===== src/hw/rtl/pbts_pkg.sv =====
// Package for the priority bitmap task scheduler.
// Holds sizes, command and state codes, and the record types shared by all modules.
package pbts_pkg;

   localparam int NUM_TASKS  = 32;
   localparam int TASK_BITS  = 5;
   localparam int NUM_PRIOS  = 32;
   localparam int PRIO_BITS  = 5;
   localparam int TICK_BITS  = 32;
   localparam int LINK_BITS  = TASK_BITS + 1;
   localparam int EPOCH_BITS = 16;
   localparam int CFG_BITS   = 15;
   localparam int WOKEN_BITS = 6;
   localparam int QADDR_BITS = PRIO_BITS + 1;

   localparam logic [TASK_BITS-1:0]  IDLE_TASK     = '0;
   localparam logic [PRIO_BITS-1:0]  MAX_PRIO      = PRIO_BITS'(NUM_PRIOS - 1);
   localparam logic [CFG_BITS-1:0]   DEFAULT_EPOCH = CFG_BITS'(10);
   localparam logic [LINK_BITS-1:0]  LINK_NIL      = {1'b1, {TASK_BITS{1'b0}}};
   localparam logic [TICK_BITS-1:0]  NEVER         = '1;
   localparam logic [EPOCH_BITS-1:0] EPOCH_MIN     = {1'b1, {(EPOCH_BITS-1){1'b0}}};

   typedef enum logic [1:0] {
      CMD_TICK  = 2'd0,
      CMD_SCHED = 2'd1,
      CMD_READY = 2'd2,
      CMD_DELAY = 2'd3
   } cmd_type;

   typedef enum logic [1:0] {
      WH_NONE  = 2'd0,
      WH_QUEUE = 2'd1,
      WH_DELAY = 2'd2
   } where_type;

   typedef enum logic [4:0] {
      ST_IDLE,
      ST_T_EPOCH,
      ST_T_ADV,
      ST_T_REFR,
      ST_T_CHK,
      ST_T_WLOOP,
      ST_T_WCHK,
      ST_S_HEAD,
      ST_S_PUSH,
      ST_S_CHK,
      ST_S_OLD,
      ST_D_SET,
      ST_W_STEP,
      ST_W_CMP,
      ST_W_LINK,
      ST_W_LINK2,
      ST_PUSH_START,
      ST_PUSH_TAIL,
      ST_PUSH_LINK,
      ST_RM_A,
      ST_RM_B,
      ST_FINISH
   } state_type;

   // One task record in the task table.
   typedef struct packed {
      logic [LINK_BITS-1:0]  next;
      logic [LINK_BITS-1:0]  prev;
      logic [PRIO_BITS-1:0]  prio;
      logic                  round;
      logic [EPOCH_BITS-1:0] epoch;
      logic [TICK_BITS-1:0]  wake;
   } task_rec_type;

   // Field write enables of the task table.
   typedef struct packed {
      logic next;
      logic prev;
      logic prio;
      logic round;
      logic epoch;
      logic wake;
   } rec_we_type;

   typedef struct packed {
      logic [TASK_BITS-1:0] head;
      logic [TASK_BITS-1:0] tail;
   } q_entry_type;

   typedef struct packed {
      logic head;
      logic tail;
   } q_we_type;

   typedef struct packed {
      cmd_type               command;
      logic [TASK_BITS-1:0]  task_id;
      logic [PRIO_BITS-1:0]  priority_req;
      logic                  to_next_round;
      logic [31:0]           delay_ticks;
   } item_type;

   typedef struct packed {
      logic                  status;
      logic                  switched;
      logic [TASK_BITS-1:0]  running_task;
      logic [WOKEN_BITS-1:0] woken_count;
      logic                  resched_pending;
   } res_type;

   // Highest set bit of a ready bitmap.
   function automatic logic [PRIO_BITS-1:0] hi_bit(input logic [NUM_PRIOS-1:0] m);
      logic [PRIO_BITS-1:0] p;
      p = '0;
      for (int i = 0; i < NUM_PRIOS; i++) begin
         if (m[i]) p = PRIO_BITS'(i);
      end
      return p;
   endfunction

endpackage


===== src/hw/rtl/priority_bitmap_task_scheduler.sv =====
// Priority bitmap task scheduler, top level.
// An item's run time grows with each task a tick wakes and with each wake-list entry a delay
// walks past; the single read port of the task table sets this. One item at a time.
// Reset (synchronous) clears all control state at once; the memories need no clearing pass.
module priority_bitmap_task_scheduler (
   input  logic                              clock,
   input  logic                              reset,
   input  logic                              req_valid,
   output logic                              req_stall,
   input  logic [1:0]                        req_command,
   input  logic [4:0]                        req_task_id,
   input  logic [4:0]                        req_priority_req,
   input  logic                              req_to_next_round,
   input  logic [31:0]                       req_delay_ticks,
   output logic                              rsp_valid,
   input  logic                              rsp_stall,
   output logic                              rsp_status,
   output logic                              rsp_switched,
   output logic [4:0]                        rsp_running_task,
   output logic [5:0]                        rsp_woken_count,
   output logic                              rsp_resched_pending,
   input  logic                              csr_valid,
   output logic                              csr_ready,
   input  logic [14:0]                       csr_data
);
   import pbts_pkg::*;

   logic in_full_ff, in_full_in;
   item_type in_item_ff, in_item_in;
   logic out_full_ff, out_full_in;
   res_type out_res_ff, out_res_in;
   logic [CFG_BITS-1:0] epoch_cfg_ff, epoch_cfg_in;

   logic core_idle, core_start, core_res_valid, core_res_ready;
   res_type core_res;

   assign core_start     = in_full_ff && core_idle;
   assign core_res_ready = !out_full_ff;

   pbts_core u_core (
      .clock         (clock),
      .reset         (reset),
      .start         (core_start),
      .item          (in_item_ff),
      .default_epoch (epoch_cfg_ff),
      .idle          (core_idle),
      .res_valid     (core_res_valid),
      .res_ready     (core_res_ready),
      .res           (core_res)
   );

   // Input item buffer, output result register and the epoch register.
   always_comb begin
      in_full_in  = in_full_ff;
      in_item_in  = in_item_ff;
      out_full_in = out_full_ff;
      out_res_in  = out_res_ff;
      epoch_cfg_in = epoch_cfg_ff;
      if (req_valid && !req_stall) begin
         in_full_in               = 1'b1;
         in_item_in.command       = cmd_type'(req_command);
         in_item_in.task_id       = req_task_id;
         in_item_in.priority_req  = req_priority_req;
         in_item_in.to_next_round = req_to_next_round;
         in_item_in.delay_ticks   = req_delay_ticks;
      end else if (core_start) begin
         in_full_in = 1'b0;
      end
      if (core_res_valid && core_res_ready) begin
         out_full_in = 1'b1;
         out_res_in  = core_res;
      end else if (out_full_ff && !rsp_stall) begin
         out_full_in = 1'b0;
      end
      if (csr_valid && csr_ready) epoch_cfg_in = csr_data;
   end

   always_ff @(posedge clock) begin
      if (reset) begin
         in_full_ff   <= 1'b0;
         out_full_ff  <= 1'b0;
         epoch_cfg_ff <= DEFAULT_EPOCH;
      end else begin
         in_full_ff   <= in_full_in;
         out_full_ff  <= out_full_in;
         epoch_cfg_ff <= epoch_cfg_in;
      end
   end

   always_ff @(posedge clock) begin
      in_item_ff <= in_item_in;
      out_res_ff <= out_res_in;
   end

   assign req_stall           = in_full_ff;
   assign csr_ready           = 1'b1;
   assign rsp_valid           = out_full_ff;
   assign rsp_status          = out_res_ff.status;
   assign rsp_switched        = out_res_ff.switched;
   assign rsp_running_task    = out_res_ff.running_task;
   assign rsp_woken_count     = out_res_ff.woken_count;
   assign rsp_resched_pending = out_res_ff.resched_pending;

`ifndef SYNTHESIS
   // A taken item fills the buffer, so the next cycle stalls.
   a_take_stalls: assert property (@(posedge clock) disable iff (reset)
      req_valid && !req_stall |=> req_stall)
      else $error("input buffer did not fill after an item was taken");

   // The idle task always reports a pending reschedule.
   a_idle_resched: assert property (@(posedge clock) disable iff (reset)
      rsp_valid && rsp_running_task == IDLE_TASK |-> rsp_resched_pending)
      else $error("idle task reported without reschedule mark");

   // A switch only comes from a schedule request, which neither rejects nor wakes.
   a_switch_clean: assert property (@(posedge clock) disable iff (reset)
      rsp_valid && rsp_switched |-> !rsp_status && rsp_woken_count == '0)
      else $error("switch reported together with reject or wake count");
`endif
endmodule


===== src/hw/rtl/pbts_task_ram.sv =====
// Task table memory: one record per task, one read and one write port.
// Read data is registered; writes carry per-field enables. Uses pbts_pkg.
module pbts_task_ram (
   input  logic                                clock,
   input  logic                                rd_en,
   input  logic [pbts_pkg::TASK_BITS-1:0]      rd_addr,
   output pbts_pkg::task_rec_type              rd_data,
   input  pbts_pkg::rec_we_type                wr_en,
   input  logic [pbts_pkg::TASK_BITS-1:0]      wr_addr,
   input  pbts_pkg::task_rec_type              wr_data
);
   import pbts_pkg::*;

   task_rec_type rec_mem [NUM_TASKS];
   task_rec_type rd_data_ff;

   // Field-wise writes.
   always_ff @(posedge clock) begin
      if (wr_en.next)  rec_mem[wr_addr].next  <= wr_data.next;
      if (wr_en.prev)  rec_mem[wr_addr].prev  <= wr_data.prev;
      if (wr_en.prio)  rec_mem[wr_addr].prio  <= wr_data.prio;
      if (wr_en.round) rec_mem[wr_addr].round <= wr_data.round;
      if (wr_en.epoch) rec_mem[wr_addr].epoch <= wr_data.epoch;
      if (wr_en.wake)  rec_mem[wr_addr].wake  <= wr_data.wake;
   end

   // Registered read; the data holds until the next read.
   always_ff @(posedge clock) begin
      if (rd_en) rd_data_ff <= rec_mem[rd_addr];
   end

   assign rd_data = rd_data_ff;
endmodule


===== src/hw/rtl/pbts_queue_ram.sv =====
// Queue head and tail memory, one entry per round and priority.
// Registered read port, one write port with head and tail enables. Uses pbts_pkg.
module pbts_queue_ram (
   input  logic                                clock,
   input  logic                                rd_en,
   input  logic [pbts_pkg::QADDR_BITS-1:0]     rd_addr,
   output pbts_pkg::q_entry_type               rd_data,
   input  pbts_pkg::q_we_type                  wr_en,
   input  logic [pbts_pkg::QADDR_BITS-1:0]     wr_addr,
   input  pbts_pkg::q_entry_type               wr_data
);
   import pbts_pkg::*;

   q_entry_type q_mem [2*NUM_PRIOS];
   q_entry_type rd_data_ff;

   // Field-wise writes.
   always_ff @(posedge clock) begin
      if (wr_en.head) q_mem[wr_addr].head <= wr_data.head;
      if (wr_en.tail) q_mem[wr_addr].tail <= wr_data.tail;
   end

   // Registered read.
   always_ff @(posedge clock) begin
      if (rd_en) rd_data_ff <= q_mem[rd_addr];
   end

   assign rd_data = rd_data_ff;
endmodule


===== src/hw/rtl/pbts_core.sv =====
// Scheduler sequencer: walks queue and wake-list operations over the two memories.
// Depends on pbts_pkg, pbts_task_ram and pbts_queue_ram.
module pbts_core (
   input  logic                             clock,
   input  logic                             reset,
   input  logic                             start,
   input  pbts_pkg::item_type               item,
   input  logic [pbts_pkg::CFG_BITS-1:0]    default_epoch,
   output logic                             idle,
   output logic                             res_valid,
   input  logic                             res_ready,
   output pbts_pkg::res_type                res
);
   import pbts_pkg::*;

   // Control state.
   state_type state_ff, state_in, ret_ff, ret_in;
   logic [TICK_BITS-1:0] tick_ff, tick_in, nw_ff, nw_in;
   logic [1:0][NUM_PRIOS-1:0] map_ff, map_in;
   logic rs_ff, rs_in, wls_ff, wls_in;
   logic [1:0][LINK_BITS-1:0] wlh_ff, wlh_in;
   logic [TASK_BITS-1:0] run_ff, run_in;
   logic [NUM_TASKS-1:0] resched_ff, resched_in;
   where_type where_ff [NUM_TASKS];
   where_type where_in [NUM_TASKS];

   // Working registers of the current item.
   item_type item_ff, item_in;
   logic [TASK_BITS-1:0] t_ff, t_in, tl_ff, tl_in;
   logic r_ff, r_in, list_ff, list_in;
   logic [PRIO_BITS-1:0] p_ff, p_in;
   logic [LINK_BITS-1:0] cur_ff, cur_in, prev_ff, prev_in;
   logic [WOKEN_BITS-1:0] guard_ff, guard_in, woken_ff, woken_in;
   logic [TICK_BITS-1:0] wake_ff, wake_in;
   logic status_ff, status_in, switched_ff, switched_in;

   // Memory ports.
   logic t_re, q_re;
   logic [TASK_BITS-1:0] t_raddr, t_waddr;
   task_rec_type t_rdata, t_wdata;
   rec_we_type t_we;
   logic [QADDR_BITS-1:0] q_raddr, q_waddr;
   q_entry_type q_rdata, q_wdata;
   q_we_type q_we;

   pbts_task_ram u_task_ram (
      .clock   (clock),
      .rd_en   (t_re),
      .rd_addr (t_raddr),
      .rd_data (t_rdata),
      .wr_en   (t_we),
      .wr_addr (t_waddr),
      .wr_data (t_wdata)
   );

   pbts_queue_ram u_queue_ram (
      .clock   (clock),
      .rd_en   (q_re),
      .rd_addr (q_raddr),
      .rd_data (q_rdata),
      .wr_en   (q_we),
      .wr_addr (q_waddr),
      .wr_data (q_wdata)
   );

   // Shared decode terms.
   logic run_idle, map_any, sched_skip, ready_rej, delay_rej;
   logic wl_stop, ins_go, ins_before, wake_ovf, pv_ok, nx_ok, epoch_le0;
   logic [PRIO_BITS-1:0] top_prio, sat_prio;
   logic [TICK_BITS-1:0] tick_inc, wake_sum;
   logic [LINK_BITS-1:0] wl_head, new_head;
   logic [EPOCH_BITS-1:0] epoch_dec;

   assign run_idle   = (run_ff == IDLE_TASK);
   assign map_any    = |map_ff[rs_ff];
   assign top_prio   = hi_bit(map_ff[rs_ff]);
   assign sched_skip = !run_idle && !resched_ff[run_ff];
   assign ready_rej  = (item.task_id == IDLE_TASK) || (where_ff[item.task_id] != WH_NONE);
   assign delay_rej  = run_idle || (where_ff[run_ff] != WH_QUEUE);
   assign sat_prio   = (item.priority_req > MAX_PRIO) ? MAX_PRIO : item.priority_req;
   assign tick_inc   = tick_ff + TICK_BITS'(1);
   assign wake_sum   = tick_ff + TICK_BITS'(item_ff.delay_ticks);
   assign wake_ovf   = (wake_sum < tick_ff);
   assign wl_head    = wlh_ff[wls_ff];
   assign new_head   = wlh_ff[~wls_ff];
   assign wl_stop    = wl_head[TASK_BITS] || (woken_ff >= WOKEN_BITS'(NUM_TASKS));
   assign ins_go     = !cur_ff[TASK_BITS] && (guard_ff < WOKEN_BITS'(NUM_TASKS));
   assign ins_before = (wake_ff < t_rdata.wake);
   assign pv_ok      = !t_rdata.prev[TASK_BITS];
   assign nx_ok      = !t_rdata.next[TASK_BITS];
   assign epoch_dec  = (t_rdata.epoch == EPOCH_MIN) ? t_rdata.epoch
                                                    : t_rdata.epoch - EPOCH_BITS'(1);
   assign epoch_le0  = t_rdata.epoch[EPOCH_BITS-1] || (t_rdata.epoch == '0);

   // Next state and return point of the push and remove sub-sequences.
   always_comb begin
      state_in = state_ff;
      ret_in   = ret_ff;
      case (state_ff)
         ST_IDLE: begin
            if (start) begin
               case (item.command)
                  CMD_TICK:  state_in = run_idle ? ST_T_ADV : ST_T_EPOCH;
                  CMD_SCHED: begin
                     if (sched_skip)      state_in = ST_FINISH;
                     else if (map_any)    state_in = ST_S_HEAD;
                     else if (run_idle)   state_in = ST_FINISH;
                     else                 state_in = ST_S_OLD;
                  end
                  CMD_READY: begin
                     if (ready_rej) begin
                        state_in = ST_FINISH;
                     end else begin
                        state_in = ST_PUSH_START;
                        ret_in   = ST_FINISH;
                     end
                  end
                  CMD_DELAY: begin
                     if (delay_rej) begin
                        state_in = ST_FINISH;
                     end else begin
                        state_in = ST_RM_A;
                        ret_in   = ST_D_SET;
                     end
                  end
                  default: state_in = ST_FINISH;
               endcase
            end
         end
         ST_T_EPOCH: state_in = ST_T_ADV;
         ST_T_ADV: begin
            if (tick_inc == '0 && !new_head[TASK_BITS]) state_in = ST_T_REFR;
            else                                         state_in = ST_T_CHK;
         end
         ST_T_REFR:  state_in = ST_T_CHK;
         ST_T_CHK:   state_in = (tick_ff >= nw_ff) ? ST_T_WLOOP : ST_FINISH;
         ST_T_WLOOP: state_in = wl_stop ? ST_FINISH : ST_T_WCHK;
         ST_T_WCHK: begin
            if (tick_ff < t_rdata.wake) begin
               state_in = ST_FINISH;
            end else begin
               state_in = ST_PUSH_START;
               ret_in   = ST_T_WLOOP;
            end
         end
         ST_S_HEAD: begin
            state_in = ST_RM_A;
            ret_in   = ST_S_PUSH;
         end
         ST_S_PUSH: begin
            state_in = ST_PUSH_START;
            ret_in   = ST_S_CHK;
         end
         ST_S_CHK: begin
            if (t_ff == run_ff)  state_in = ST_FINISH;
            else if (!run_idle)  state_in = ST_S_OLD;
            else                 state_in = ST_FINISH;
         end
         ST_S_OLD:   state_in = ST_FINISH;
         ST_D_SET:   state_in = ST_W_STEP;
         ST_W_STEP:  state_in = ins_go ? ST_W_CMP : ST_W_LINK;
         ST_W_CMP:   state_in = ins_before ? ST_W_LINK : ST_W_STEP;
         ST_W_LINK:  state_in = prev_ff[TASK_BITS] ? ST_FINISH : ST_W_LINK2;
         ST_W_LINK2: state_in = ST_FINISH;
         ST_PUSH_START: state_in = map_ff[r_ff][p_ff] ? ST_PUSH_TAIL : ret_ff;
         ST_PUSH_TAIL:  state_in = ST_PUSH_LINK;
         ST_PUSH_LINK:  state_in = ret_ff;
         ST_RM_A:       state_in = ST_RM_B;
         ST_RM_B:       state_in = ret_ff;
         ST_FINISH:     if (res_ready) state_in = ST_IDLE;
         default:       state_in = ST_IDLE;
      endcase
   end

   // Datapath, memory accesses and state updates.
   always_comb begin
      tick_in     = tick_ff;
      nw_in       = nw_ff;
      map_in      = map_ff;
      rs_in       = rs_ff;
      wls_in      = wls_ff;
      wlh_in      = wlh_ff;
      run_in      = run_ff;
      resched_in  = resched_ff;
      where_in    = where_ff;
      item_in     = item_ff;
      t_in        = t_ff;
      tl_in       = tl_ff;
      r_in        = r_ff;
      p_in        = p_ff;
      list_in     = list_ff;
      cur_in      = cur_ff;
      prev_in     = prev_ff;
      guard_in    = guard_ff;
      woken_in    = woken_ff;
      wake_in     = wake_ff;
      status_in   = status_ff;
      switched_in = switched_ff;
      t_re        = 1'b0;
      t_raddr     = t_ff;
      t_we        = '0;
      t_waddr     = t_ff;
      t_wdata     = '0;
      q_re        = 1'b0;
      q_raddr     = {r_ff, p_ff};
      q_we        = '0;
      q_waddr     = {r_ff, p_ff};
      q_wdata     = '0;

      case (state_ff)
         ST_IDLE: begin
            if (start) begin
               item_in     = item;
               status_in   = 1'b0;
               switched_in = 1'b0;
               woken_in    = '0;
               case (item.command)
                  CMD_TICK: begin
                     t_re    = !run_idle;
                     t_raddr = run_ff;
                  end
                  CMD_SCHED: begin
                     if (!sched_skip) begin
                        if (map_any) begin
                           q_re    = 1'b1;
                           q_raddr = {rs_ff, top_prio};
                        end else begin
                           // Current round empty: swap rounds, idle task runs.
                           rs_in   = ~rs_ff;
                           t_in    = IDLE_TASK;
                           t_re    = !run_idle;
                           t_raddr = run_ff;
                        end
                     end
                  end
                  CMD_READY: begin
                     if (ready_rej) begin
                        status_in = 1'b1;
                     end else begin
                        t_we.prio     = 1'b1;
                        t_we.epoch    = 1'b1;
                        t_waddr       = item.task_id;
                        t_wdata.prio  = sat_prio;
                        t_wdata.epoch = EPOCH_BITS'(default_epoch);
                        t_in          = item.task_id;
                        p_in          = sat_prio;
                        r_in          = item.to_next_round ? ~rs_ff : rs_ff;
                     end
                  end
                  CMD_DELAY: begin
                     if (delay_rej) begin
                        status_in = 1'b1;
                     end else begin
                        t_in    = run_ff;
                        t_re    = 1'b1;
                        t_raddr = run_ff;
                     end
                  end
                  default: ;
               endcase
            end
         end

         // Count down the running task's epoch.
         ST_T_EPOCH: begin
            t_we.epoch    = 1'b1;
            t_waddr       = run_ff;
            t_wdata.epoch = epoch_dec;
            if (epoch_dec[EPOCH_BITS-1] || epoch_dec == '0) resched_in[run_ff] = 1'b1;
         end

         // Advance the tick; on wrap swap the wake lists.
         ST_T_ADV: begin
            tick_in = tick_inc;
            if (tick_inc == '0) begin
               wls_in = ~wls_ff;
               if (new_head[TASK_BITS]) begin
                  nw_in = NEVER;
               end else begin
                  t_re    = 1'b1;
                  t_raddr = new_head[TASK_BITS-1:0];
               end
            end
         end
         ST_T_REFR: nw_in = t_rdata.wake;

         // Wake due tasks from the head of the current list.
         ST_T_WLOOP: begin
            if (wl_stop) begin
               nw_in = NEVER;
            end else begin
               t_in    = wl_head[TASK_BITS-1:0];
               t_re    = 1'b1;
               t_raddr = wl_head[TASK_BITS-1:0];
            end
         end
         ST_T_WCHK: begin
            if (tick_ff < t_rdata.wake) begin
               nw_in = t_rdata.wake;
            end else begin
               wlh_in[wls_ff] = t_rdata.next;
               woken_in       = woken_ff + WOKEN_BITS'(1);
               r_in           = t_rdata.round;
               p_in           = t_rdata.prio;
            end
         end

         // Schedule: remove the picked head, then requeue it in the other round.
         ST_S_HEAD: begin
            t_in    = q_rdata.head;
            t_re    = 1'b1;
            t_raddr = q_rdata.head;
         end
         ST_S_PUSH: r_in = ~rs_ff;
         ST_S_CHK: begin
            if (t_ff != run_ff) begin
               if (!run_idle) begin
                  t_re    = 1'b1;
                  t_raddr = run_ff;
               end else begin
                  run_in      = t_ff;
                  switched_in = 1'b1;
               end
            end
         end
         ST_S_OLD: begin
            resched_in[run_ff] = 1'b0;
            if (epoch_le0) begin
               t_we.epoch    = 1'b1;
               t_waddr       = run_ff;
               t_wdata.epoch = EPOCH_BITS'(default_epoch);
            end
            run_in      = t_ff;
            switched_in = 1'b1;
         end

         // Delay: set the wake time and start the sorted walk.
         ST_D_SET: begin
            t_we.wake          = 1'b1;
            t_wdata.wake       = wake_sum;
            resched_in[t_ff]   = 1'b1;
            wake_in            = wake_sum;
            list_in            = wake_ovf ? ~wls_ff : wls_ff;
            cur_in             = wake_ovf ? wlh_ff[~wls_ff] : wlh_ff[wls_ff];
            prev_in            = LINK_NIL;
            guard_in           = '0;
            if (!wake_ovf && wake_sum < nw_ff) nw_in = wake_sum;
         end
         ST_W_STEP: begin
            t_re    = ins_go;
            t_raddr = cur_ff[TASK_BITS-1:0];
         end
         ST_W_CMP: begin
            if (!ins_before) begin
               prev_in  = cur_ff;
               cur_in   = t_rdata.next;
               guard_in = guard_ff + WOKEN_BITS'(1);
            end
         end
         ST_W_LINK: begin
            t_we.next    = 1'b1;
            t_wdata.next = cur_ff;
            if (prev_ff[TASK_BITS]) begin
               wlh_in[list_ff] = {1'b0, t_ff};
               where_in[t_ff]  = WH_DELAY;
            end
         end
         ST_W_LINK2: begin
            t_we.next      = 1'b1;
            t_waddr        = prev_ff[TASK_BITS-1:0];
            t_wdata.next   = {1'b0, t_ff};
            where_in[t_ff] = WH_DELAY;
         end

         // Push task t_ff at the tail of queue (r_ff, p_ff).
         ST_PUSH_START: begin
            if (map_ff[r_ff][p_ff]) begin
               q_re = 1'b1;
            end else begin
               t_we.next     = 1'b1;
               t_we.prev     = 1'b1;
               t_we.round    = 1'b1;
               t_wdata.next  = LINK_NIL;
               t_wdata.prev  = LINK_NIL;
               t_wdata.round = r_ff;
               q_we.head     = 1'b1;
               q_we.tail     = 1'b1;
               q_wdata.head  = t_ff;
               q_wdata.tail  = t_ff;
               map_in[r_ff][p_ff] = 1'b1;
               where_in[t_ff]     = WH_QUEUE;
            end
         end
         ST_PUSH_TAIL: begin
            t_we.next     = 1'b1;
            t_we.prev     = 1'b1;
            t_we.round    = 1'b1;
            t_wdata.next  = LINK_NIL;
            t_wdata.prev  = {1'b0, q_rdata.tail};
            t_wdata.round = r_ff;
            tl_in         = q_rdata.tail;
         end
         ST_PUSH_LINK: begin
            t_we.next      = 1'b1;
            t_waddr        = tl_ff;
            t_wdata.next   = {1'b0, t_ff};
            q_we.tail      = 1'b1;
            q_wdata.tail   = t_ff;
            where_in[t_ff] = WH_QUEUE;
         end

         // Unlink task t_ff; its record is in the read register.
         ST_RM_A: begin
            r_in = t_rdata.round;
            p_in = t_rdata.prio;
            if (pv_ok) begin
               t_we.next    = 1'b1;
               t_waddr      = t_rdata.prev[TASK_BITS-1:0];
               t_wdata.next = t_rdata.next;
            end
         end
         ST_RM_B: begin
            if (nx_ok) begin
               t_we.prev    = 1'b1;
               t_waddr      = t_rdata.next[TASK_BITS-1:0];
               t_wdata.prev = t_rdata.prev;
            end
            q_we.head    = !pv_ok;
            q_we.tail    = !nx_ok;
            q_wdata.head = t_rdata.next[TASK_BITS-1:0];
            q_wdata.tail = t_rdata.prev[TASK_BITS-1:0];
            if (!pv_ok && !nx_ok) map_in[r_ff][p_ff] = 1'b0;
            where_in[t_ff] = WH_NONE;
         end

         default: ;
      endcase
   end

   // Control registers.
   always_ff @(posedge clock) begin
      if (reset) begin
         state_ff   <= ST_IDLE;
         ret_ff     <= ST_FINISH;
         tick_ff    <= '0;
         nw_ff      <= NEVER;
         map_ff     <= '0;
         rs_ff      <= 1'b0;
         wls_ff     <= 1'b0;
         wlh_ff     <= {LINK_NIL, LINK_NIL};
         run_ff     <= IDLE_TASK;
         resched_ff <= '0;
         for (int i = 0; i < NUM_TASKS; i++) where_ff[i] <= WH_NONE;
      end else begin
         state_ff   <= state_in;
         ret_ff     <= ret_in;
         tick_ff    <= tick_in;
         nw_ff      <= nw_in;
         map_ff     <= map_in;
         rs_ff      <= rs_in;
         wls_ff     <= wls_in;
         wlh_ff     <= wlh_in;
         run_ff     <= run_in;
         resched_ff <= resched_in;
         where_ff   <= where_in;
      end
   end

   // Working registers.
   always_ff @(posedge clock) begin
      item_ff     <= item_in;
      t_ff        <= t_in;
      tl_ff       <= tl_in;
      r_ff        <= r_in;
      p_ff        <= p_in;
      list_ff     <= list_in;
      cur_ff      <= cur_in;
      prev_ff     <= prev_in;
      guard_ff    <= guard_in;
      woken_ff    <= woken_in;
      wake_ff     <= wake_in;
      status_ff   <= status_in;
      switched_ff <= switched_in;
   end

   // Result of the finished item.
   always_comb begin
      idle                = (state_ff == ST_IDLE);
      res_valid           = (state_ff == ST_FINISH);
      res.status          = status_ff;
      res.switched        = switched_ff;
      res.running_task    = run_ff;
      res.woken_count     = woken_ff;
      res.resched_pending = run_idle || resched_ff[run_ff];
   end
endmodule

===== config.mk =====
export PLATFORM = sky130hd
export DESIGN_NAME = priority_bitmap_task_scheduler
export DESIGN_NICKNAME = d
export VERILOG_FILES = /design/src/hw/rtl/pbts_pkg.sv /design/src/hw/rtl/priority_bitmap_task_scheduler.sv /design/src/hw/rtl/pbts_task_ram.sv /design/src/hw/rtl/pbts_queue_ram.sv /design/src/hw/rtl/pbts_core.sv
export SDC_FILE = /design/constraint.sdc
export NUM_CORES = 2
export LEC_CHECK = 0
export ABC_AREA = 1
export BUFFER_PORTS_ARGS = -buffer_cell sky130_fd_sc_hd__buf_2
export CAP_MARGIN = 20
export CORE_MARGIN = 2
export CORE_UTILIZATION = 50
export DETAILED_ROUTE_END_ITERATION = 8
export GPL_TIMING_DRIVEN = 0
export PLACE_DENSITY = 0.7
export SYNTH_ARGS = -nofsm -noshare
export SYNTH_HDL_FRONTEND = slang
export SYNTH_SLANG_ARGS = --single-unit

===== constraint.sdc =====
create_clock -name clock -period 7.7 [get_ports clock]
set_input_delay 1.925 -clock clock [delete_from_list [all_inputs] [get_ports clock]]
set_output_delay 1.925 -clock clock [all_outputs]
set_load 0.01 [all_outputs]

After elaboration in Yosys (flattened, before gate mapping). Memory sizes are Yosys's and may differ from the RTL's. A register that Yosys moved wholly into a read port is not among the register bits. Index checks and enable logic that the tools add are counted.

$add $sub $neg: 5. Muxes and demuxes: 240. Bitwise operators: 22. Equal/unequal tests: 51. Order comparisons: 26. Reduce and logical (&&, ||, !) cells: 75.

Operators by type and width (number): $mux W32 (12); $pmux W64 S5 (1); $mux W5 (58); $mux W64 (4); $pmux W32 S5 (1); $and A64 B64 Y64 (2); $lt A32 B32 Y1 (4); $not A64 Y64 (2); $or A32 B32 Y32 (4); $pmux W64 S2 (1); $mux W6 (19); $pmux W5 S20 (1); $and A32 B32 Y32 (3); $not A32 Y32 (3); $pmux W32 S3 (1); $pmux W5 S3 (5); $or A64 B64 Y64 (1); $mux W1 (60); $mux W16 (3); $pmux W16 S3 (1); $pmux W6 S2 (4); $eq A5 B4 Y1 const B (8); $pmux W5 S4 (2); $mux W12 (3); 70 further kinds (216).

Output and inout bits: 17. Memory bits (writable): 2752. Register bits after elaboration: 436. Memories kept: 2.

Memories: u_core.u_task_ram.rec_mem (words 32, width 66, read ports 1, clocked after memory_dff 1, wr ports 1, RTL line pbts_task_ram.sv:14) `task_rec_type rec_mem [NUM_TASKS];`; u_core.u_queue_ram.q_mem (words 64, width 10, read ports 1, clocked after memory_dff 1, wr ports 1, RTL line pbts_queue_ram.sv:14) `q_entry_type q_mem [2*NUM_PRIOS];`.

Depth between registers and ports, before layout.
Depth in word-level cells: 38. Depth in mapped cells: 44. Gate-level depth less buffers: 43.

Cells and area by module. Synthesis repeated with hierarchy kept, for this count alone.

Cells, all modules: 13355. Area, all modules: 142759.4 um^2.

Modules (own cells, without submodules): pbts_task_ram (times used 1, seq. area each 65402.7 um^2, cells an instance 7174, area each 87308.7 um^2); pbts_queue_ram (times used 1, seq. area each 19518.7 um^2, cells an instance 2332, area each 26979.6 um^2); pbts_core (times used 1, seq. area each 8277.9 um^2, cells an instance 3710, area each 26062.5 um^2); priority_bitmap_task_scheduler (times used 1, seq. area each 2112.0 um^2, cells an instance 139, area each 2408.6 um^2).

Worst setup path before layout. Ideal clock, no wire load.

Path kind: register to register. Start: register u_core.item_ff[0] (netlist bit). End: register u_core.nw_ff[11]. Data arrival time: 5.419 ns. Setup time: 0.138 ns. Required time: 7.562 ns. Slack: 2.143 ns. Buffers on the path: 2. Cell stages (with the launch flop): 39. Cells stage by stage: edfxtp_1 > ha_1 > fa_1 > nand2_1 > inv_1 > nor2_1 > nor2_1 > nor2_1 > inv_1 > a21oi_1 > o21bai_1 > nand2_1 > nand2_1 > a21oi_1 > o21ai_0 > a21oi_1 > inv_1 > a21oi_1 > [... 3 more ...] > a21oi_1 > o211ai_1 > xor2_1 > inv_1 > ha_1 > nand4_1 > nor3_1 > nand4_1 > nand2_1 > inv_1 > a2111oi_0 > o41ai_1 > a21oi_1 > nand2_1 > inv_1 > clkbuf_1 > clkbuf_1 > o211ai_1.

Word-level cells in the longest chain between the ends: 6.

RTL lines: start: declaration (RTL line pbts_core.sv:28) `item_type item_ff, item_in;`; start signal: assignment (RTL line pbts_core.sv:471) `item_ff <= item_in;`; $add A32 B32 Y32 * (RTL line pbts_core.sv:82) `assign wake_sum = tick_ff + TICK_BITS'(item_ff.delay_ticks);`; net u_core.wake_sum[28] (RTL line pbts_core.sv:70) `logic [TICK_BITS-1:0] tick_inc, wake_sum;`; $lt A32 B32 Y1 (RTL line pbts_core.sv:83) `assign wake_ovf = (wake_sum < tick_ff);`; $logic_not A1 Y1 (RTL line pbts_core.sv:347) `if (!wake_ovf && wake_sum < nw_ff) nw_in = wake_sum;`; $logic_and A1 B1 Y1 * (RTL line pbts_core.sv:347); $ne A2 B1 Y1 (no line) *; $reduce_and A6 Y1 (no line) *; end signal: assignment (RTL line pbts_core.sv:458) `nw_ff <= nw_in;`; end: declaration (RTL line pbts_core.sv:18) `logic [TICK_BITS-1:0] tick_ff, tick_in, nw_ff, nw_in;`.

Mark *: on every way through the listed nets, which the timed path passes. The rest lies on a longest branch. The select of a mux whose other input is x is not followed. A chain may end at the register's enable or synchronous reset.

Final worst setup path.
Start: register u_core.tick_ff[1]. End: register u_core.u_task_ram.rd_data[60] (netlist name).

Word-level cells in the longest chain between the ends: 4.

RTL lines: start: declaration (RTL line pbts_core.sv:18); start signal: assignment (RTL line pbts_core.sv:457) `tick_ff <= tick_in;`; $add A32 B1 Y32 * (RTL line pbts_core.sv:81) `assign tick_inc = tick_ff + TICK_BITS'(1);`; $logic_not A32 Y1 * (RTL line pbts_core.sv:275) `if (tick_inc == '0) begin`; $mux W5 / $mux W1 (equally long branches) (RTL line pbts_core.sv:275); $pmux W5 S6 / $pmux W1 S6 (equally long branches) (RTL line pbts_core.sv:210) `case (state_ff)`.

Mark *: on every way between the ends. The rest lies on a longest branch, timed or not.

==> impl_results.html <==
<table>
<tr><th>Metric</th><th>Value</th></tr>
<tr><th colspan="2">Worst setup path</th></tr>
<tr><td>Critical setup path kind</td><td>reg2reg</td></tr>
<tr><td>Worst Setup Start Kind</td><td>register</td></tr>
<tr><td>Arrival time reported for the critical path endpoint</td><td>8.01 ns</td></tr>
<tr><td>Worst Setup End Kind</td><td>register</td></tr>
<tr><td>CP Max Fanout</td><td>10</td></tr>
<tr><td>Maximum single-stage delay on the critical path</td><td>between 1 and 1.5 ns</td></tr>
<tr><td>Worst Path Buf+Inv</td><td>3</td></tr>
<tr><td>CP top delay family</td><td>simple AND/OR/NAND/NOR gates</td></tr>
<tr><td>Cell with the most instances on the worst path</td><td>sky130_fd_sc_hd__nand3_1</td></tr>
<tr><td>Slowest cell on crit path</td><td>sky130_fd_sc_hd__buf_1</td></tr>
<tr><td>Critical path required time</td><td>approximately 8.4 ns</td></tr>
<tr><th colspan="2">Place</th></tr>
<tr><td>Number of port buffers</td><td>80</td></tr>
<tr><td>Last weighted congestion value of the routability-driven placer</td><td>a little over 1</td></tr>
<tr><td>HPWL reported at the end of detailed placement</td><td>roughly 380 mm</td></tr>
<tr><th colspan="2">Floorplan</th></tr>
<tr><td>Ports</td><td>a little over 80</td></tr>
<tr><td>Standard cell core area</td><td>287,000 um2</td></tr>
<tr><td>Initial Utilization</td><td>around 50%</td></tr>
<tr><td>Die W</td><td>541 um</td></tr>
<tr><td>Die Y-Extent</td><td>around 540 um</td></tr>
<tr><td>Number of placement rows</td><td>between 150 and 200</td></tr>
<tr><td>Die ar.</td><td>between 200,000 and 300,000 um2</td></tr>
<tr><th colspan="2">Global routing</th></tr>
<tr><td>Total overflow reported by the global router</td><td>0</td></tr>
<tr><td>Most utilized layer in the global route result</td><td>met2</td></tr>
<tr><td>Met1 usage</td><td>45.7%</td></tr>
<tr><td>Pin count of the biggest net entering global routing</td><td>35</td></tr>
<tr><td>Vias in the first global route</td><td>104,000</td></tr>
<tr><td>M3 GR Usage</td><td>roughly an eighth</td></tr>
<tr><td>Initial antenna violation count</td><td>38</td></tr>
<tr><td>Met2 track utilization from global routing</td><td>between 50% and 60%</td></tr>
<tr><td>Overall global routing resource usage</td><td>about a third</td></tr>
<tr><td>Wire length of the first global-routing pass</td><td>about 740 mm</td></tr>
<tr><th colspan="2">Timing</th></tr>
<tr><td>Final count of pins violating max slew</td><td>0</td></tr>
<tr><td>Transition time at the pin with the least slew margin</td><td>1.36 ns</td></tr>
<tr><td>Number of hold violations in the final report</td><td>0</td></tr>
<tr><td>Highest clock rate</td><td>roughly 140 MHz</td></tr>
<tr><td>Share of the cycle needed by the critical path after routing</td><td>95.6%</td></tr>
<tr><td>Minimum hold slack</td><td>between 0.4 and 0.5 ns</td></tr>
<tr><td>Setup Viol. Count Final</td><td>0</td></tr>
<tr><td>Post-layout min period</td><td>roughly 7.4 ns</td></tr>
<tr><td>Max Clock Skew</td><td>between 0.07 and 0.08 ns</td></tr>
<tr><td>Normalized max-slew margin</td><td>a little under a tenth</td></tr>
<tr><th colspan="2">CTS</th></tr>
<tr><td>Clock tree root buffer cell</td><td>sky130_fd_sc_hd__clkbuf_16</td></tr>
<tr><td>Number of buffers created by CTS</td><td>~340</td></tr>
<tr><td>Clock Pin Slew Worst Setup and Hold Paths</td><td>approximately 0.06 ns</td></tr>
<tr><td>Clock latency reported for the late side of the worst-skew pair</td><td>0.97 ns</td></tr>
<tr><td>Clock tree from TritonCTS</td><td>done</td></tr>
<tr><td>Max Buffers Root-to-Sink</td><td>4</td></tr>
<tr><td>TritonCTS sink count</td><td>about 3,300</td></tr>
<tr><td>Hold-fix buffer count after cts</td><td>0</td></tr>
<tr><td>Maximum level of the CTS H-tree</td><td>5</td></tr>
<tr><th colspan="2">Drt</th></tr>
<tr><td>Count of nets left with antenna violations after detail routing</td><td>0</td></tr>
<tr><td>Wirelength, routed</td><td>roughly 530 mm</td></tr>
<tr><td>Count of TritonRoute iterations in the first routing pass</td><td>9</td></tr>
<tr><td>Residual DRC</td><td>3</td></tr>
<tr><td>DR vias</td><td>about 110k</td></tr>
<tr><td>Detailed Route Iter0 Violations</td><td>19,000</td></tr>
<tr><td>Post-DR vias/cell</td><td>between 6 and 7</td></tr>
<tr><td>Routed wire per std cell</td><td>roughly 29 um</td></tr>
<tr><th colspan="2">Logic synthesis</th></tr>
<tr><td>Yosys synthesis warning count</td><td>0</td></tr>
<tr><td>Post-Synthesis Cell Area</td><td>around 140,000 um2</td></tr>
<tr><td>Share of flip-flops with an asynchronous set or reset</td><td>0%</td></tr>
<tr><td>Unique masters post-synth</td><td>67</td></tr>
<tr><td>Number of cells produced by synthesis</td><td>~13,000</td></tr>
<tr><td>Top_reg_cell synth</td><td>sky130_fd_sc_hd__edfxtp_1</td></tr>
<tr><td>Synth Register Bits</td><td>about 3,300</td></tr>
<tr><td>Synthesized area divided by synthesized cell count</td><td>between 10 and 15 um2</td></tr>
<tr><td>Fraction of the yosys area taken by sequential cells</td><td>66.1%</td></tr>
<tr><td>Number of synthesized flops with an enable pin</td><td>between 2,000 and 3,000</td></tr>
<tr><th colspan="2">Flow run</th></tr>
<tr><td>Max-Cap Viols</td><td>0</td></tr>
<tr><th colspan="2">Layout</th></tr>
<tr><td>Post-synthesis to final-layout area growth</td><td>14.2%</td></tr>
<tr><td>Filler Cells Inserted</td><td>~24,000</td></tr>
<tr><td>Fraction of layout instances using a drive strength above 1</td><td>just over 9%</td></tr>
<tr><td>Post-Route Utilization</td><td>a little under three fifths</td></tr>
<tr><td>Final #Nets</td><td>about 14,000</td></tr>
<tr><td>Area occupied by multi-input gates</td><td>42,000 um2</td></tr>
<tr><td>Area occupied by registers</td><td>about 95,000 um2</td></tr>
<tr><th colspan="2">Hold path</th></tr>
<tr><td>HP Class</td><td>reg2reg</td></tr>
<tr><th colspan="2">Outcome</th></tr>
<tr><td>Violated checks</td><td>DRC</td></tr>
<tr><td>Run status</td><td>complete, but fails checks</td></tr>
</table>
logic make-up (layout without fill, tap and decap cells):
family                   count (synthesis)  in the layout  synth area share (%)
flip-flops                            3264           3264                  66.1
multiplexers                             7              7                0.0486
AND/OR/NAND/NOR                       6612           6612                  20.4
XOR/XNOR                                66             66                 0.401
AO/OA/AOI/OAI                         1381           1381                  5.94
other                                    2             49               0.00521
buffers and inverters                 1927           2808                  5.37
adder cells (fa/ha/maj)                193            193                  1.68
cells in the final DEF (no fill, tap or decap), types with 86 or more instances in the layout:
master / Yosys / routed
sky130_fd_sc_hd__clkbuf_16: 0 / 346
sky130_fd_sc_hd__nand3b_1: 202 / 202
sky130_fd_sc_hd__dfxtp_1: 270 / 270
sky130_fd_sc_hd__nor2_1: 723 / 619
sky130_fd_sc_hd__nand2_1: 2914 / 2912
sky130_fd_sc_hd__a21oi_1: 364 / 359
sky130_fd_sc_hd__buf_2: 272 / 353
sky130_fd_sc_hd__edfxtp_1: 2994 / 2994
sky130_fd_sc_hd__ha_1: 192 / 192
sky130_fd_sc_hd__o21ai_0: 401 / 383
sky130_fd_sc_hd__o211ai_1: 299 / 299
sky130_fd_sc_hd__nand3_1: 2424 / 2423
sky130_fd_sc_hd__inv_1: 1088 / 1084
sky130_fd_sc_hd__buf_8: 0 / 86
sky130_fd_sc_hd__clkbuf_1: 434 / 503
sky130_fd_sc_hd__or2_1: 98 / 98
cells in the mapped netlist (all sizes together), types with 13 or more instances:
cell / number / area [um2]
inv: 1111 / 4170
o211ai: 299 / 2240
a311oi: 54 / 473
o22ai: 54 / 338
dfxtp: 270 / 5410
nand3b: 202 / 1520
nor3: 88 / 460
nand2: 2917 / 11000
ha: 192 / 2400
or2: 148 / 926
nor4: 32 / 240
o21ai: 409 / 2050
nand4: 62 / 394
clkbuf: 434 / 1630
o31ai: 22 / 165
buf: 372 / 1900
o311ai: 18 / 158
xnor2: 14 / 123
a211oi: 41 / 308
nor2: 731 / 2770
a221oi: 13 / 131
edfxtp: 2994 / 89900
nand3: 2426 / 12200
a21oi: 364 / 1820
o221ai: 22 / 193
xor2: 52 / 455
o2111ai: 14 / 123
final cells by class:
class                           count  area share, %
Antenna cell                       43         0.0654
Buffer                            806           2.15
Clock buffer                      428           5.47
Clock inverter                    187           1.15
Inverter                         1121           2.56
Multi-Input combinational cell   8265           25.5
Sequential cell                  3264           57.9
Tap cell                         3781           2.87
Timing Repair Buffer              266           2.33
through the flow:
step / instances / area [um2] / setup TNS (ns) / setup WS, ns
floorplan: 13500 / 144000 / 0 / 2.14
global placement: 17300 / 149000 / -3673.66 / -4.61
detailed placement: 17500 / 153000 / -19.24 / -0.795
CTS: 18100 / 164000 / 0 / 0.0662
global route: 18100 / 165000 / -0.424 / -0.0461
finish: 18200 / 165000 / 0 / 0.337
state kept, by name, indices dropped and copies added (netlist names), 10 cells and up, named ones only:
name / flops
u_core.u_task_ram.rd_data: 66
u_core.u_task_ram.rec_mem: 2112
u_core.item_ff: 32
u_core.tick_ff: 32
u_core.wlh_ff: 12
in_item_ff: 45
u_core.nw_ff: 32
epoch_cfg_ff: 15
u_core.where_ff: 64
u_core.resched_ff: 32
u_core.u_queue_ram.rd_data: 10
u_core.wake_ff: 32
u_core.u_queue_ram.q_mem: 640
metal layers:
metal | routed length (um) | up-vias
met1 | 191000 | 54300
met2 | 229000 | 9009
li1 | - | 48600
met5 | 172 | -
met3 | 81900 | 1719
met4 | 30400 | 22
worst reg2reg max path: stages (launching register included):
cell	delay [ns]
sky130_fd_sc_hd__dfxtp_1	0.51
sky130_fd_sc_hd__ha_1	0.25
sky130_fd_sc_hd__nand3_1	0.20
sky130_fd_sc_hd__nor3_2	0.24
sky130_fd_sc_hd__nand3_1	0.20
sky130_fd_sc_hd__inv_2	0.14
sky130_fd_sc_hd__nand2_1	0.09
sky130_fd_sc_hd__nor2_1	0.20
sky130_fd_sc_hd__nand2_1	0.12
sky130_fd_sc_hd__xor2_1	0.22
sky130_fd_sc_hd__nor4_1	0.25
sky130_fd_sc_hd__nand2_1	0.10
sky130_fd_sc_hd__nor4_1	0.32
sky130_fd_sc_hd__nand3_1	0.12
sky130_fd_sc_hd__nor2_1	0.54
sky130_fd_sc_hd__nand3_1	0.21
sky130_fd_sc_hd__nand3_1	0.13
sky130_fd_sc_hd__o21ai_0	0.12
sky130_fd_sc_hd__nand2_2	0.35
sky130_fd_sc_hd__buf_2	0.88
sky130_fd_sc_hd__buf_1	1.04
sky130_fd_sc_hd__nand3_1	0.18
sky130_fd_sc_hd__nand3_1	0.15
sky130_fd_sc_hd__nand3_1	0.15
sky130_fd_sc_hd__nand3_1	0.23
sky130_fd_sc_hd__nand2_1	0.13
path summary, 6_finish.rpt:
path / end / from / slack [ns] / depth (start not counted)
worst min-delay path: u_core.item_ff[14] / in_item_ff[14] / 0.41 / 0
worst max-delay path: u_core.u_task_ram.rd_data[60] / u_core.tick_ff[1] / 0.34 / 25
worst max register to register: u_core.u_task_ram.rd_data[60] / u_core.tick_ff[1] / 0.34 / 25
worst min register to register: u_core.item_ff[14] / in_item_ff[14] / 0.41 / 0
repair_timing:
item	in CTS	in global routing
buffers inserted	0	2
gates resized for setup	12	17
pin swaps	0	4
setup endpoints to repair	30	32
Power is not shown: default switching activity piles up to over one toggle a cycle in this logic, so the estimate is an artifact.
